==> src/hdl/delimiter_stream_splitter_assert.svh <==
// Assertion macros for the delimiter stream splitter.
// Used by the RTL files that carry concurrent checks; needs no package.
`ifndef DELIMITER_STREAM_SPLITTER_ASSERT_SVH
`define DELIMITER_STREAM_SPLITTER_ASSERT_SVH

// Same-cycle implication, disabled while reset is asserted.
`define DSS_ASSERT_IMP(lbl, clk, rstn, ante, cons, msg) \
  lbl: assert property (@(posedge clk) disable iff (!(rstn)) (ante) |-> (cons)) \
    else $error(msg);

// Next-cycle implication, disabled while reset is asserted.
`define DSS_ASSERT_NXT(lbl, clk, rstn, ante, cons, msg) \
  lbl: assert property (@(posedge clk) disable iff (!(rstn)) (ante) |=> (cons)) \
    else $error(msg);

`endif

==> src/hdl/dss_pkg.sv <==
// Shared types and constants for the delimiter stream splitter.
// Used by every module of the block; depends on nothing.
`timescale 1ns / 1ps

package dss_pkg;

  // Field widths fixed by the interface.
  localparam int BYTE_W    = 8;
  localparam int LEN_W     = 4;
  localparam int PAT_W     = 64;
  localparam int CFG_IDX_W = 2;

  // Default maximum delimiter length, in bytes (pattern holds at most 8).
  localparam int MAX_DELIM_DEF = 8;

  // Register reset values: three-byte start code 00 00 01.
  localparam logic [LEN_W-1:0] LEN_RESET = 4'd3;
  localparam logic [PAT_W-1:0] PAT_RESET = 64'h0000_0000_0001_0000;

  // Configuration register indexes.
  typedef enum logic [CFG_IDX_W-1:0] {
    CFG_DELIM_LENGTH  = 2'd0,
    CFG_DELIM_PATTERN = 2'd1
  } cfg_idx_e;

  // Input item.
  typedef struct packed {
    logic [BYTE_W-1:0] in_byte;
    logic              end_of_stream;
  } in_item_t;

  // Result item.
  typedef struct packed {
    logic [BYTE_W-1:0] out_byte;
    logic              frame_last;
  } out_item_t;

  // Active delimiter setup; len is already clamped to the legal range.
  typedef struct packed {
    logic [LEN_W-1:0] len;
    logic [PAT_W-1:0] pattern;
  } cfg_t;

  // Byte offered by the window toward the output register.
  typedef struct packed {
    logic      valid;
    out_item_t item;
  } rel_t;

endpackage

==> src/hdl/delimiter_stream_splitter.sv <==
// Top level of the delimiter stream splitter.
// Depends on dss_pkg, dss_cfg_regs, dss_window and dss_out_reg.
`timescale 1ns / 1ps

// Cuts a byte stream into frames on a delimiter of 1 to MaxDelim bytes
// (00 00 01 after reset). Each byte leaves in order with frame_last set on
// the byte just before a delimiter match, and on the final byte of a stream.
// Channels: input items (byte plus end_of_stream), result items (byte plus
// frame_last), and a configuration write port that is always ready.
// A byte is released once the delimiter-length bytes after it are held, and
// it reaches the result channel through the output register.
// Throughput is one item per cycle each way unless the receiver stalls or a
// flush runs; one spare window entry lets an item enter while another leaves.
// An end-of-stream item flushes every held byte, one per cycle unless stalled,
// and the input is not ready until the last has gone to the output register.
// Reset empties the window and loads the default delimiter; held bytes
// need no clearing. When the receiver stalls, the output register holds its
// item, the window fills, and the input drops ready once the window is full.

module delimiter_stream_splitter #(
  parameter int MaxDelim = dss_pkg::MAX_DELIM_DEF
) (
  input  logic                          clk_i,
  input  logic                          rst_ni,
  input  logic                          in_valid_i,
  output logic                          in_ready_o,
  input  dss_pkg::in_item_t             in_item_i,
  output logic                          out_valid_o,
  input  logic                          out_ready_i,
  output dss_pkg::out_item_t            out_item_o,
  input  logic                          cfg_valid_i,
  output logic                          cfg_ready_o,
  input  logic [dss_pkg::CFG_IDX_W-1:0] cfg_index_i,
  input  logic [dss_pkg::PAT_W-1:0]     cfg_data_i
);
  import dss_pkg::*;

  cfg_t cfg;
  rel_t rel;
  logic rel_take;

  dss_cfg_regs #(
    .MaxDelim (MaxDelim)
  ) u_cfg (
    .clk_i       (clk_i),
    .rst_ni      (rst_ni),
    .cfg_valid_i (cfg_valid_i),
    .cfg_ready_o (cfg_ready_o),
    .cfg_index_i (cfg_index_i),
    .cfg_data_i  (cfg_data_i),
    .cfg_o       (cfg)
  );

  dss_window #(
    .MaxDelim (MaxDelim)
  ) u_window (
    .clk_i      (clk_i),
    .rst_ni     (rst_ni),
    .in_valid_i (in_valid_i),
    .in_ready_o (in_ready_o),
    .in_item_i  (in_item_i),
    .cfg_i      (cfg),
    .rel_take_i (rel_take),
    .rel_o      (rel)
  );

  dss_out_reg u_out (
    .clk_i       (clk_i),
    .rst_ni      (rst_ni),
    .rel_i       (rel),
    .rel_take_o  (rel_take),
    .out_valid_o (out_valid_o),
    .out_ready_i (out_ready_i),
    .out_item_o  (out_item_o)
  );

endmodule

==> src/hdl/dss_cfg_regs.sv <==
// Configuration registers of the delimiter stream splitter.
// Depends on dss_pkg; produces the clamped delimiter setup.
`timescale 1ns / 1ps

module dss_cfg_regs #(
  parameter int MaxDelim = dss_pkg::MAX_DELIM_DEF
) (
  input  logic                           clk_i,
  input  logic                           rst_ni,
  input  logic                           cfg_valid_i,
  output logic                           cfg_ready_o,
  input  logic [dss_pkg::CFG_IDX_W-1:0]  cfg_index_i,
  input  logic [dss_pkg::PAT_W-1:0]      cfg_data_i,
  output dss_pkg::cfg_t                  cfg_o
);
  import dss_pkg::*;

  logic [LEN_W-1:0] len_q, len_d;
  logic [PAT_W-1:0] pat_q, pat_d;

  // Writes are always taken; an unknown index changes nothing.
  assign cfg_ready_o = 1'b1;

  always_comb begin
    len_d = len_q;
    pat_d = pat_q;
    if (cfg_valid_i) begin
      case (cfg_idx_e'(cfg_index_i))
        CFG_DELIM_LENGTH:  len_d = cfg_data_i[LEN_W-1:0];
        CFG_DELIM_PATTERN: pat_d = cfg_data_i;
        default: ;
      endcase
    end
  end

  always_ff @(posedge clk_i or negedge rst_ni) begin
    if (!rst_ni) begin
      len_q <= LEN_RESET;
      pat_q <= PAT_RESET;
    end else begin
      len_q <= len_d;
      pat_q <= pat_d;
    end
  end

  // Zero acts as one byte, anything above the maximum as the maximum.
  always_comb begin
    cfg_o.pattern = pat_q;
    if (len_q == '0) begin
      cfg_o.len = LEN_W'(1);
    end else if (len_q > LEN_W'(MaxDelim)) begin
      cfg_o.len = LEN_W'(MaxDelim);
    end else begin
      cfg_o.len = len_q;
    end
  end

endmodule

==> src/hdl/dss_window.sv <==
// Byte window of the delimiter stream splitter: holds bytes, matches the
// delimiter and releases the oldest byte with its mark. Depends on dss_pkg.
`timescale 1ns / 1ps
`include "delimiter_stream_splitter_assert.svh"

module dss_window #(
  parameter int MaxDelim = dss_pkg::MAX_DELIM_DEF
) (
  input  logic              clk_i,
  input  logic              rst_ni,
  input  logic              in_valid_i,
  output logic              in_ready_o,
  input  dss_pkg::in_item_t in_item_i,
  input  dss_pkg::cfg_t     cfg_i,
  input  logic              rel_take_i,
  output dss_pkg::rel_t     rel_o
);
  import dss_pkg::*;

  // One spare entry beyond the delimiter plus one lets a byte enter while
  // another leaves, even at the longest delimiter.
  localparam int Depth = MaxDelim + 2;
  localparam int CntW  = $clog2(Depth + 1);
  localparam int IdxW  = $clog2(Depth);

  logic [BYTE_W-1:0] win_q [Depth];
  logic [BYTE_W-1:0] win_d [Depth];
  logic [CntW-1:0]   count_q, count_d;
  logic              flush_q, flush_d;
  logic              armed_q, armed_d;

  logic [CntW-1:0]   len_c;
  logic [MaxDelim-1:0] hit;
  logic              matched;
  logic              rel_want;
  logic              release_c;
  logic              accept_c;
  logic [IdxW-1:0]   wr_idx;

  assign len_c = CntW'(cfg_i.len);

  // Delimiter compare against the bytes that follow the oldest one.
  always_comb begin
    for (int i = 0; i < MaxDelim; i++) begin
      hit[i] = (LEN_W'(i) >= cfg_i.len) ||
               (win_q[i+1] == cfg_i.pattern[BYTE_W*i +: BYTE_W]);
    end
  end
  assign matched = (count_q > len_c) && (&hit);

  // Release when more bytes than the delimiter length are held after an
  // item came in, or while an end of stream is being flushed.
  assign rel_want  = flush_q || (armed_q && (count_q > len_c));
  assign release_c = rel_want && rel_take_i;

  assign rel_o.valid           = rel_want;
  assign rel_o.item.out_byte   = win_q[0];
  assign rel_o.item.frame_last = matched || (flush_q && (count_q == CntW'(1)));

  // Input side depends on state only.
  assign in_ready_o = !flush_q && (count_q < CntW'(Depth));
  assign accept_c   = in_valid_i && in_ready_o;

  assign wr_idx = IdxW'(count_q - CntW'(release_c));

  // Window shift and append.
  always_comb begin
    for (int i = 0; i < Depth - 1; i++) begin
      win_d[i] = release_c ? win_q[i+1] : win_q[i];
      if (accept_c && (wr_idx == IdxW'(i))) begin
        win_d[i] = in_item_i.in_byte;
      end
    end
    win_d[Depth-1] = win_q[Depth-1];
    if (accept_c && (wr_idx == IdxW'(Depth - 1))) begin
      win_d[Depth-1] = in_item_i.in_byte;
    end
  end

  // Count, flush and arming.
  always_comb begin
    count_d = count_q + CntW'(accept_c) - CntW'(release_c);
    flush_d = flush_q;
    if (accept_c && in_item_i.end_of_stream) begin
      flush_d = 1'b1;
    end else if (release_c && flush_q && (count_q == CntW'(1))) begin
      flush_d = 1'b0;
    end
    armed_d = accept_c ? 1'b1 : (armed_q && (count_d > len_c));
  end

  always_ff @(posedge clk_i) begin
    win_q <= win_d;
  end

  always_ff @(posedge clk_i or negedge rst_ni) begin
    if (!rst_ni) begin
      count_q <= '0;
      flush_q <= 1'b0;
      armed_q <= 1'b0;
    end else begin
      count_q <= count_d;
      flush_q <= flush_d;
      armed_q <= armed_d;
    end
  end

  // Checks on the window control.
  `DSS_ASSERT_IMP(a_count_bound, clk_i, rst_ni, 1'b1, count_q <= CntW'(Depth),
                  "window count above depth")
  `DSS_ASSERT_IMP(a_flush_nonempty, clk_i, rst_ni, flush_q, count_q != '0,
                  "flush with empty window")
  `DSS_ASSERT_IMP(a_final_marked, clk_i, rst_ni,
                  flush_q && (count_q == CntW'(1)), rel_o.item.frame_last,
                  "final byte of stream not marked last")
  `DSS_ASSERT_NXT(a_flush_ends, clk_i, rst_ni,
                  release_c && flush_q && (count_q == CntW'(1)),
                  !flush_q && (count_q == '0), "flush did not end after final byte")

endmodule

==> src/hdl/dss_out_reg.sv <==
// Output register of the delimiter stream splitter.
// Depends on dss_pkg; holds one result item for the receiver.
`timescale 1ns / 1ps

module dss_out_reg (
  input  logic               clk_i,
  input  logic               rst_ni,
  input  dss_pkg::rel_t      rel_i,
  output logic               rel_take_o,
  output logic               out_valid_o,
  input  logic               out_ready_i,
  output dss_pkg::out_item_t out_item_o
);
  import dss_pkg::*;

  logic      valid_q, valid_d;
  out_item_t item_q;
  logic      load;

  // The register takes a new item when empty or being emptied.
  assign rel_take_o = !valid_q || out_ready_i;
  assign load       = rel_i.valid && rel_take_o;

  assign valid_d = load ? 1'b1 : (valid_q && !out_ready_i);

  always_ff @(posedge clk_i or negedge rst_ni) begin
    if (!rst_ni) begin
      valid_q <= 1'b0;
    end else begin
      valid_q <= valid_d;
    end
  end

  always_ff @(posedge clk_i) begin
    if (load) begin
      item_q <= rel_i.item;
    end
  end

  assign out_valid_o = valid_q;
  assign out_item_o  = item_q;

endmodule

==> config.mk <==
export PLATFORM = sky130hd
export DESIGN_NAME = delimiter_stream_splitter
export DESIGN_NICKNAME = d
export VERILOG_FILES = /design/src/hdl/dss_pkg.sv /design/src/hdl/delimiter_stream_splitter.sv /design/src/hdl/dss_cfg_regs.sv /design/src/hdl/dss_window.sv /design/src/hdl/dss_out_reg.sv
export VERILOG_INCLUDE_DIRS = /design/src /design/src/hdl
export SDC_FILE = /design/constraint.sdc
export NUM_CORES = 1
export LEC_CHECK = 0
export BUFFER_PORTS_ARGS = -buffer_cell sky130_fd_sc_hd__buf_4
export CAP_MARGIN = 20
export CORE_MARGIN = 2
export CORE_UTILIZATION = 28
export CTS_CLUSTER_DIAMETER = 100
export DETAILED_ROUTE_END_ITERATION = 12
export PLACE_DENSITY_LB_ADDON = 0.08
export SYNTH_ARGS = -nofsm -noshare
export SYNTH_HDL_FRONTEND = slang
export SYNTH_SLANG_ARGS = --single-unit
export TNS_END_PERCENT = 50
==> constraint.sdc <==
create_clock -name clk_i -period 5.7 [get_ports clk_i]
set_input_delay 1.71 -clock clk_i [delete_from_list [all_inputs] [get_ports clk_i]]
set_output_delay 1.71 -clock clk_i [all_outputs]
set_load 0.005 [all_outputs]
; Word level (Yosys, flattened, before mapping)
; Cells that the tools add are included.
[word_totals]
regBits = 164
out_inout_bits = 12
word_cells = 127
[op_classes]
addsub = 3
magnitude_cmp = 12
n_eq_ne = 19
muxes = 24
n_reduce_logical = 51
[ops]
columns = cell, count
row1 = $mux W8, 18
row2 = $eq A8 B8 Y1, 8
row3 = $logic_and A1 B1 Y1, 21
row4 = $reduce_bool A2 Y1, 10
row5 = $eq A4 B3 Y1 const B, 4
row6 = $ge A3 B4 Y1 const A, 4
row7 = $logic_or A1 B1 Y1, 11
row8 = $eq A4 B1 Y1 const B, 2
row9 = $eq A4 B2 Y1 const B, 2
row10 = $eq A4 B4 Y1 const B, 2
row11 = $ge A1 B4 Y1 const A, 2
row12 = $ge A2 B4 Y1 const A, 2
row13 = $gt A4 B4 Y1, 2
row14 = $logic_not A4 Y1, 2
row15 = $mux W4, 2
row16 = $reduce_and A8 Y1, 1
row17 = $sub A4 B1 Y4, 2
row18 = $add A4 B1 Y4, 1
row19 = $gt A4 B4 Y1 const B, 1
row20 = $lt A4 B4 Y1 const B, 1
row21 = $mux W1, 4
row22 = $reduce_and A2 Y1, 2
row23 = $logic_not A1 Y1, 3
row24 = $eq A2 B1 Y1 const B, 1
row25 = $logic_not A2 Y1, 1

; Logic depth before layout (Yosys ltp)
[logic_depth]
ltp_word = 11
depth_mapped = 22
ltp_nobuf = 21

; Hierarchy
; From an unflattened synthesis, not the netlist that was laid out.
[hier_totals]
hier_cells = 520
area_unflattened_um2 = 7812.5
[by_module_without_submodules]
columns = mod, instances, cells_each, area_each_um2
row1 = dss_window, 1, 355, 4882.2
row2 = dss_cfg_regs, 1, 152, 2606.2
row3 = dss_out_reg, 1, 13, 324.1

; Worst setup path after synthesis
; Ideal clock, no wire load.
[synth_path]
path_type = input-to-reg
from = in out_ready_i
to = reg u_window.win_q[10] (netlist name), enable pin
arrival_ns = 4.093
slack_ns = 1.232
stages = 11
path_buffers = 2
path_cell_list = nand2b_1 > nand2b_1 > clkbuf_1 > inv_1 > ha_1 > inv_1 > ha_1 > or3_1 > buf_2 > nor3_4 > o21bai_1
[synth_between]
elab_chain_len = 6
[synth_rtl]
columns = item, line_no
row1 = start: declaration, delimiter_stream_splitter.sv:29  ; input logic out_ready_i,
row2 = $logic_or A1 B1 Y1 (*), dss_out_reg.sv:21  ; assign rel_take_o = !valid_q || out_ready_i;
row3 = $logic_and A1 B1 Y1 (*), -
row4 = via u_out.load, dss_out_reg.sv:18  ; logic load;
row5 = $sub A4 B1 Y4, dss_window.sv:64  ; assign wr_idx = IdxW'(count_q - CntW'(release_c));
row6 = $eq A4 B4 Y1, dss_window.sv:70  ; if (accept_c && (wr_idx == IdxW'(i))) begin
row7 = $logic_and A1 B1 Y1, dss_window.sv:70
row8 = $reduce_bool A2 Y1 (no line) (*), -
row9 = end signal: assignment, dss_window.sv:93  ; win_q <= win_d;
row10 = end: declaration, dss_window.sv:26  ; logic [BYTE_W-1:0] win_q [Depth];
; Mark *: on every way through the listed nets, which the timed path passes. The rest lies on a longest branch.
; A chain may end at the register's enable or synchronous reset.

; Worst setup path after layout
[layout_path]
from = reg u_cfg.len_q[1]
to = reg u_window.win_q[10] (netlist name), enable pin
[layout_between]
elab_chain_len = 11
elab_cells_between_ends = 12
[layout_rtl]
columns = item, line_no
row1 = start: declaration, dss_cfg_regs.sv:18  ; logic [LEN_W-1:0] len_q, len_d;
row2 = start signal: assignment, dss_cfg_regs.sv:41  ; len_q <= len_d;
row3 = $gt A4 B4 Y1, dss_cfg_regs.sv:51  ; end else if (len_q > LEN_W'(MaxDelim)) begin
row4 = $mux W4, dss_cfg_regs.sv:51
row5 = $mux W4 (*), dss_cfg_regs.sv:49  ; if (len_q == '0) begin
row6 = $gt A4 B4 Y1 (*), dss_window.sv:53  ; assign rel_want = flush_q || (armed_q && (count_q > len_c));
row7 = $logic_and A1 B1 Y1 (*), dss_window.sv:53
row8 = $logic_or A1 B1 Y1 (*), dss_window.sv:53
row9 = $logic_and A1 B1 Y1 (*), -
row10 = via u_out.load, dss_out_reg.sv:18
row11 = $sub A4 B1 Y4, dss_window.sv:64
row12 = $eq A4 B4 Y1, dss_window.sv:70
row13 = $logic_and A1 B1 Y1, dss_window.sv:70
row14 = $reduce_bool A2 Y1 (no line) (*), -
; Marks and branches as above.

==> flow_summary.html <==
<table>
<tr><th>Metric</th><th>Value</th></tr>
<tr><th colspan="2">Finish</th></tr>
<tr><td>Post-route insts no fill</td><td>970</td></tr>
<tr><td>Fraction of layout instances using a drive strength above 1</td><td>44.4%</td></tr>
<tr><td>Post-layout nets</td><td>714</td></tr>
<tr><td>Layout Utilization</td><td>35.0%</td></tr>
<tr><td>Number of diodes added for antenna fixing</td><td>0</td></tr>
<tr><td>Most common cell after layout, fill and taps aside</td><td>mux2_2</td></tr>
<tr><td>Filler instances</td><td>2,600</td></tr>
<tr><td>Most frequent cells in the layout</td><td>139 x mux2_2, 98 x buf_4, 89 x edfxtp_1, 72 x dfrtp_1, 49 x xnor2_1</td></tr>
<tr><td>Signed area change from the synthesized netlist to the final layout</td><td>23.3%</td></tr>
<tr><th colspan="2">Clock tree</th></tr>
<tr><td>Number of CTS-inserted buffers</td><td>17</td></tr>
<tr><td>Buffers inserted by post-CTS timing repair</td><td>0</td></tr>
<tr><td>Clock transition at path regs</td><td>0.06 ns</td></tr>
<tr><td>Hold Buf Count CTS</td><td>0</td></tr>
<tr><td>Buffer levels on the longest clock path</td><td>2</td></tr>
<tr><td>CTS H-tree depth</td><td>4</td></tr>
<tr><td>Cells resized by post-CTS repair</td><td>0</td></tr>
<tr><td>Master cell of the clock root buffer</td><td>clkbuf_16</td></tr>
<tr><td># clock sinks</td><td>164</td></tr>
<tr><td>TritonCTS clock tree</td><td>yes</td></tr>
<tr><td>Clock latency on the worst-skew pair</td><td>0.43 ns</td></tr>
<tr><th colspan="2">Yosys</th></tr>
<tr><td>Number of instances in the synthesized netlist</td><td>508</td></tr>
<tr><td>Cell variety after synth</td><td>38</td></tr>
<tr><td>Per-instance average area after synthesis</td><td>15.0 sq um</td></tr>
<tr><td>Post-synthesis share of cell area spent on xor and xnor gates</td><td>7.94%</td></tr>
<tr><td>EDFF count, synth</td><td>89</td></tr>
<tr><td>Post-Syn Nets</td><td>606</td></tr>
<tr><td>Main combinational cell family by area after synthesis</td><td>multiplexers</td></tr>
<tr><td>Number of flip-flops and latches in the synthesized netlist</td><td>164</td></tr>
<tr><td>Share of the yosys chip area belonging to registers</td><td>59.9%</td></tr>
<tr><td>Fraction of the mapped netlist area in adder cells</td><td>3.06%</td></tr>
<tr><td>Number of warnings reported in the yosys synthesis log</td><td>0</td></tr>
<tr><td>Compound-Gate Fraction of Synth Area</td><td>1.98%</td></tr>
<tr><td>Post-synth design cell area</td><td>7600 sq um</td></tr>
<tr><td>Synth Area in Simple Gates</td><td>5.22%</td></tr>
<tr><td>Share of cell area taken by muxes after synthesis</td><td>20.6%</td></tr>
<tr><td>Async set or reset register ratio after synthesis</td><td>45.7%</td></tr>
<tr><td>Predominant post-synthesis flop cell</td><td>edfxtp_1</td></tr>
<tr><th colspan="2">Global route</th></tr>
<tr><td>Maximum number of pins on one net before global-route repair</td><td>76</td></tr>
<tr><td>Number of global-route vias before repair</td><td>4,859</td></tr>
<tr><td>Global-route usage over all layers</td><td>13.9%</td></tr>
<tr><td>Aggregate global routing overflow</td><td>0</td></tr>
<tr><td>Wire length of the first global-routing pass</td><td>29,300 um</td></tr>
<tr><td>Initial antenna violation count</td><td>0</td></tr>
<tr><th colspan="2">Pwr</th></tr>
<tr><td>Leakage dissipation</td><td>3.59 nW</td></tr>
<tr><td>Maximum ir drop on the vdd rail</td><td>0.131 mV</td></tr>
<tr><td>Pwr Density</td><td>313 nW/um^2</td></tr>
<tr><th colspan="2">Critical path</th></tr>
<tr><td>Endpoint class of the critical path</td><td>flop</td></tr>
<tr><td>Crit path launch type</td><td>flop</td></tr>
<tr><td>Highest fanout seen on the critical path</td><td>10</td></tr>
<tr><td>CP Data Required Time</td><td>5.75 ns</td></tr>
<tr><td>Type of the worst setup path</td><td>reg2reg</td></tr>
<tr><td>Crit path DAT</td><td>4.97 ns</td></tr>
<tr><th colspan="2">Timing</th></tr>
<tr><td>Number of max-slew violations in the final report</td><td>0</td></tr>
<tr><td>Worst-Margin Slew</td><td>0.979 ns</td></tr>
<tr><td>Post-route worst setup slack</td><td>0.788 ns</td></tr>
<tr><td>F_max</td><td>0.204 GHz</td></tr>
<tr><td>Unrepaired setup endpoints after global routing</td><td>false</td></tr>
<tr><td>Tightest hold margin</td><td>0.425 ns</td></tr>
<tr><td>Final setup violation count</td><td>0</td></tr>
<tr><td>Min cycle time layout</td><td>4.91 ns</td></tr>
<tr><td>TNS Setup</td><td>0 ns</td></tr>
<tr><td>Worst clock skew on the final layout</td><td>0.00962 ns</td></tr>
<tr><td>Rel. slew slack</td><td>34.6%</td></tr>
<tr><td>Final count of hold timing violations</td><td>0</td></tr>
<tr><td>Share of the clock period used by the worst path</td><td>86.2%</td></tr>
<tr><th colspan="2">Floorplan</th></tr>
<tr><td># rows</td><td>60</td></tr>
<tr><td>DIE AREA</td><td>28,500 sq um</td></tr>
<tr><td>Horiz. Die Dim</td><td>169 um</td></tr>
<tr><td>Height of the die</td><td>169 um</td></tr>
<tr><td>Initial standard-cell utilization of the core</td><td>28.4%</td></tr>
<tr><td>Number of top-level pins</td><td>92</td></tr>
<tr><td>Core area</td><td>26,800 sq um</td></tr>
<tr><th colspan="2">Route</th></tr>
<tr><td>Routed wire length per instance</td><td>19.4 um</td></tr>
<tr><td>Total iterations of the first detailed-routing run</td><td>4</td></tr>
<tr><td>Number of remaining DRC errors</td><td>0</td></tr>
<tr><td>Final WL</td><td>18,900 um</td></tr>
<tr><td>DRT antenna net count</td><td>0</td></tr>
<tr><td>Vias</td><td>4,411</td></tr>
<tr><td>DRC marker count from the first detailed-route iteration</td><td>212</td></tr>
<tr><td>DR vias/cell</td><td>4.55</td></tr>
<tr><th colspan="2">Flow run</th></tr>
<tr><td>Total of max-cap violations</td><td>0</td></tr>
<tr><th colspan="2">Place</th></tr>
<tr><td>Post-DP HPWL</td><td>13,900 um</td></tr>
<tr><td>Buffers added on ports</td><td>90</td></tr>
<tr><td>Setup WS pre-CTS</td><td>0.484 ns</td></tr>
<tr><td>Gpl congestion</td><td>0.747</td></tr>
<tr><td>Count of placed standard cells including taps</td><td>937</td></tr>
<tr><th colspan="2">Status</th></tr>
<tr><td>Status</td><td>finished, final reports clean</td></tr>
<tr><th colspan="2">Worst hold path</th></tr>
<tr><td>Class of the most critical hold timing path</td><td>reg2reg</td></tr>
</table>
-- sequential cells by signal, indices dropped and copies added, names as in the netlist --
register / count
u_cfg.len_q: 4
u_cfg.pat_q: 64
u_out.out_item_o: 9
u_out.out_valid_o: 1
u_window.armed_q: 1
u_window.count_q: 4
u_window.flush_q: 1
u_window.rel_o: 8
u_window.win_q: 72
-- cell type report --
cell class / count / area [sq um] / share of cell area [%]
Clock inverter: 10 / 140 / 1.49
Timing Repair Buffer: 99 / 763 / 8.14
Tap cell: 341 / 427 / 4.55
Sequential cell: 164 / 4550 / 48.6
Clock buffer: 22 / 487 / 5.19
Inverter: 14 / 52.6 / 0.561
Multi-Input combinational cell: 320 / 2950 / 31.5
-- where the power goes --
part / total [mW] / leakage (nW) / switching, mW / internal [mW]
combinational: 0.300 / 1.60 / 0.120 / 0.180
sequential: 1.41 / 1.68 / 0.0760 / 1.34
clock: 1.22 / 0.304 / 0.479 / 0.745
total: 2.94 / 3.59 / 0.675 / 2.26
-- Yosys cell counts (all sizes together), types with 2 or more instances --
cell type | number | share of area, %
nand4 | 15 | 1.2
nor4 | 6 | 0.49
nand2 | 16 | 0.79
xnor2 | 50 | 5.9
ha | 17 | 2.8
nor3b | 2 | 0.20
nor2 | 11 | 0.68
xor2 | 18 | 2.1
nor2b | 3 | 0.25
inv | 14 | 0.69
nor3 | 6 | 0.76
dfstp | 3 | 1.0
nand3 | 3 | 0.20
clkbuf | 8 | 0.40
buf | 2 | 0.16
edfxtp | 89 | 35
a21oi | 7 | 0.46
mux2 | 139 | 21
nand2b | 3 | 0.25
o21ai | 12 | 0.79
dfrtp | 72 | 24
-- layer usage --
metal | up-vias | track usage, % | wire, um
li1 | 2087 | - | -
met1 | 2226 | 18.4 | 8900
met2 | 79 | 23.2 | 9280
met3 | 19 | 2.34 | 429
met4 | 0 | 4.39 | 253
met5 | - | 0 | 0
-- cell families after synthesis --
| logic type | after synthesis |
|---|---|
| flops | 164 |
| compound gates | 25 |
| simple gates | 69 |
| mux | 139 |
| other cells | 1 |
| xor+xnor | 68 |
| fa+ha+maj | 18 |
| buf+inv | 24 |
-- critical path: stages, from the launching register on --
cell	delay, ns
dfstp_2	0.59
nor2_1	0.06
nor2_1	0.09
nor2_1	0.07
ha_1	0.27
nand4_1	0.09
o21ai_0	0.07
a21oi_1	0.25
a21oi_1	0.17
nand2b_1	0.38
inv_1	0.42
ha_1	0.28
inv_1	0.09
ha_1	0.33
or3_1	0.50
nor3_4	0.45
o21bai_1	0.42
-- final timing paths --
check / startpoint / to / slack [ns] / cells past startpoint
max in group asynchronous: rst_ni / u_cfg.pat_q[16] / 3.80 / 2
min in group asynchronous: rst_ni / u_cfg.pat_q[54] / 1.24 / 1
min: u_window.rel_o[2] / u_out.out_item_o[2] / 0.42 / 0
max reg2reg: u_cfg.len_q[1] / u_window.win_q[10] / 0.79 / 16
min reg2reg: u_window.rel_o[2] / u_out.out_item_o[2] / 0.42 / 0
max: u_cfg.len_q[1] / u_window.win_q[10] / 0.79 / 16
-- through the flow --
step | area (sq um) | power (mW)
after floorplan | 7600 | 1.61
after global routing | 9370 | 3.07
final | 9370 | 2.94
after CTS | 9350 | 2.98
after detailed placement | 8720 | 1.74
after global placement | 8720 | 1.74
No activity file was read; power rests on OpenSTA's default activity.
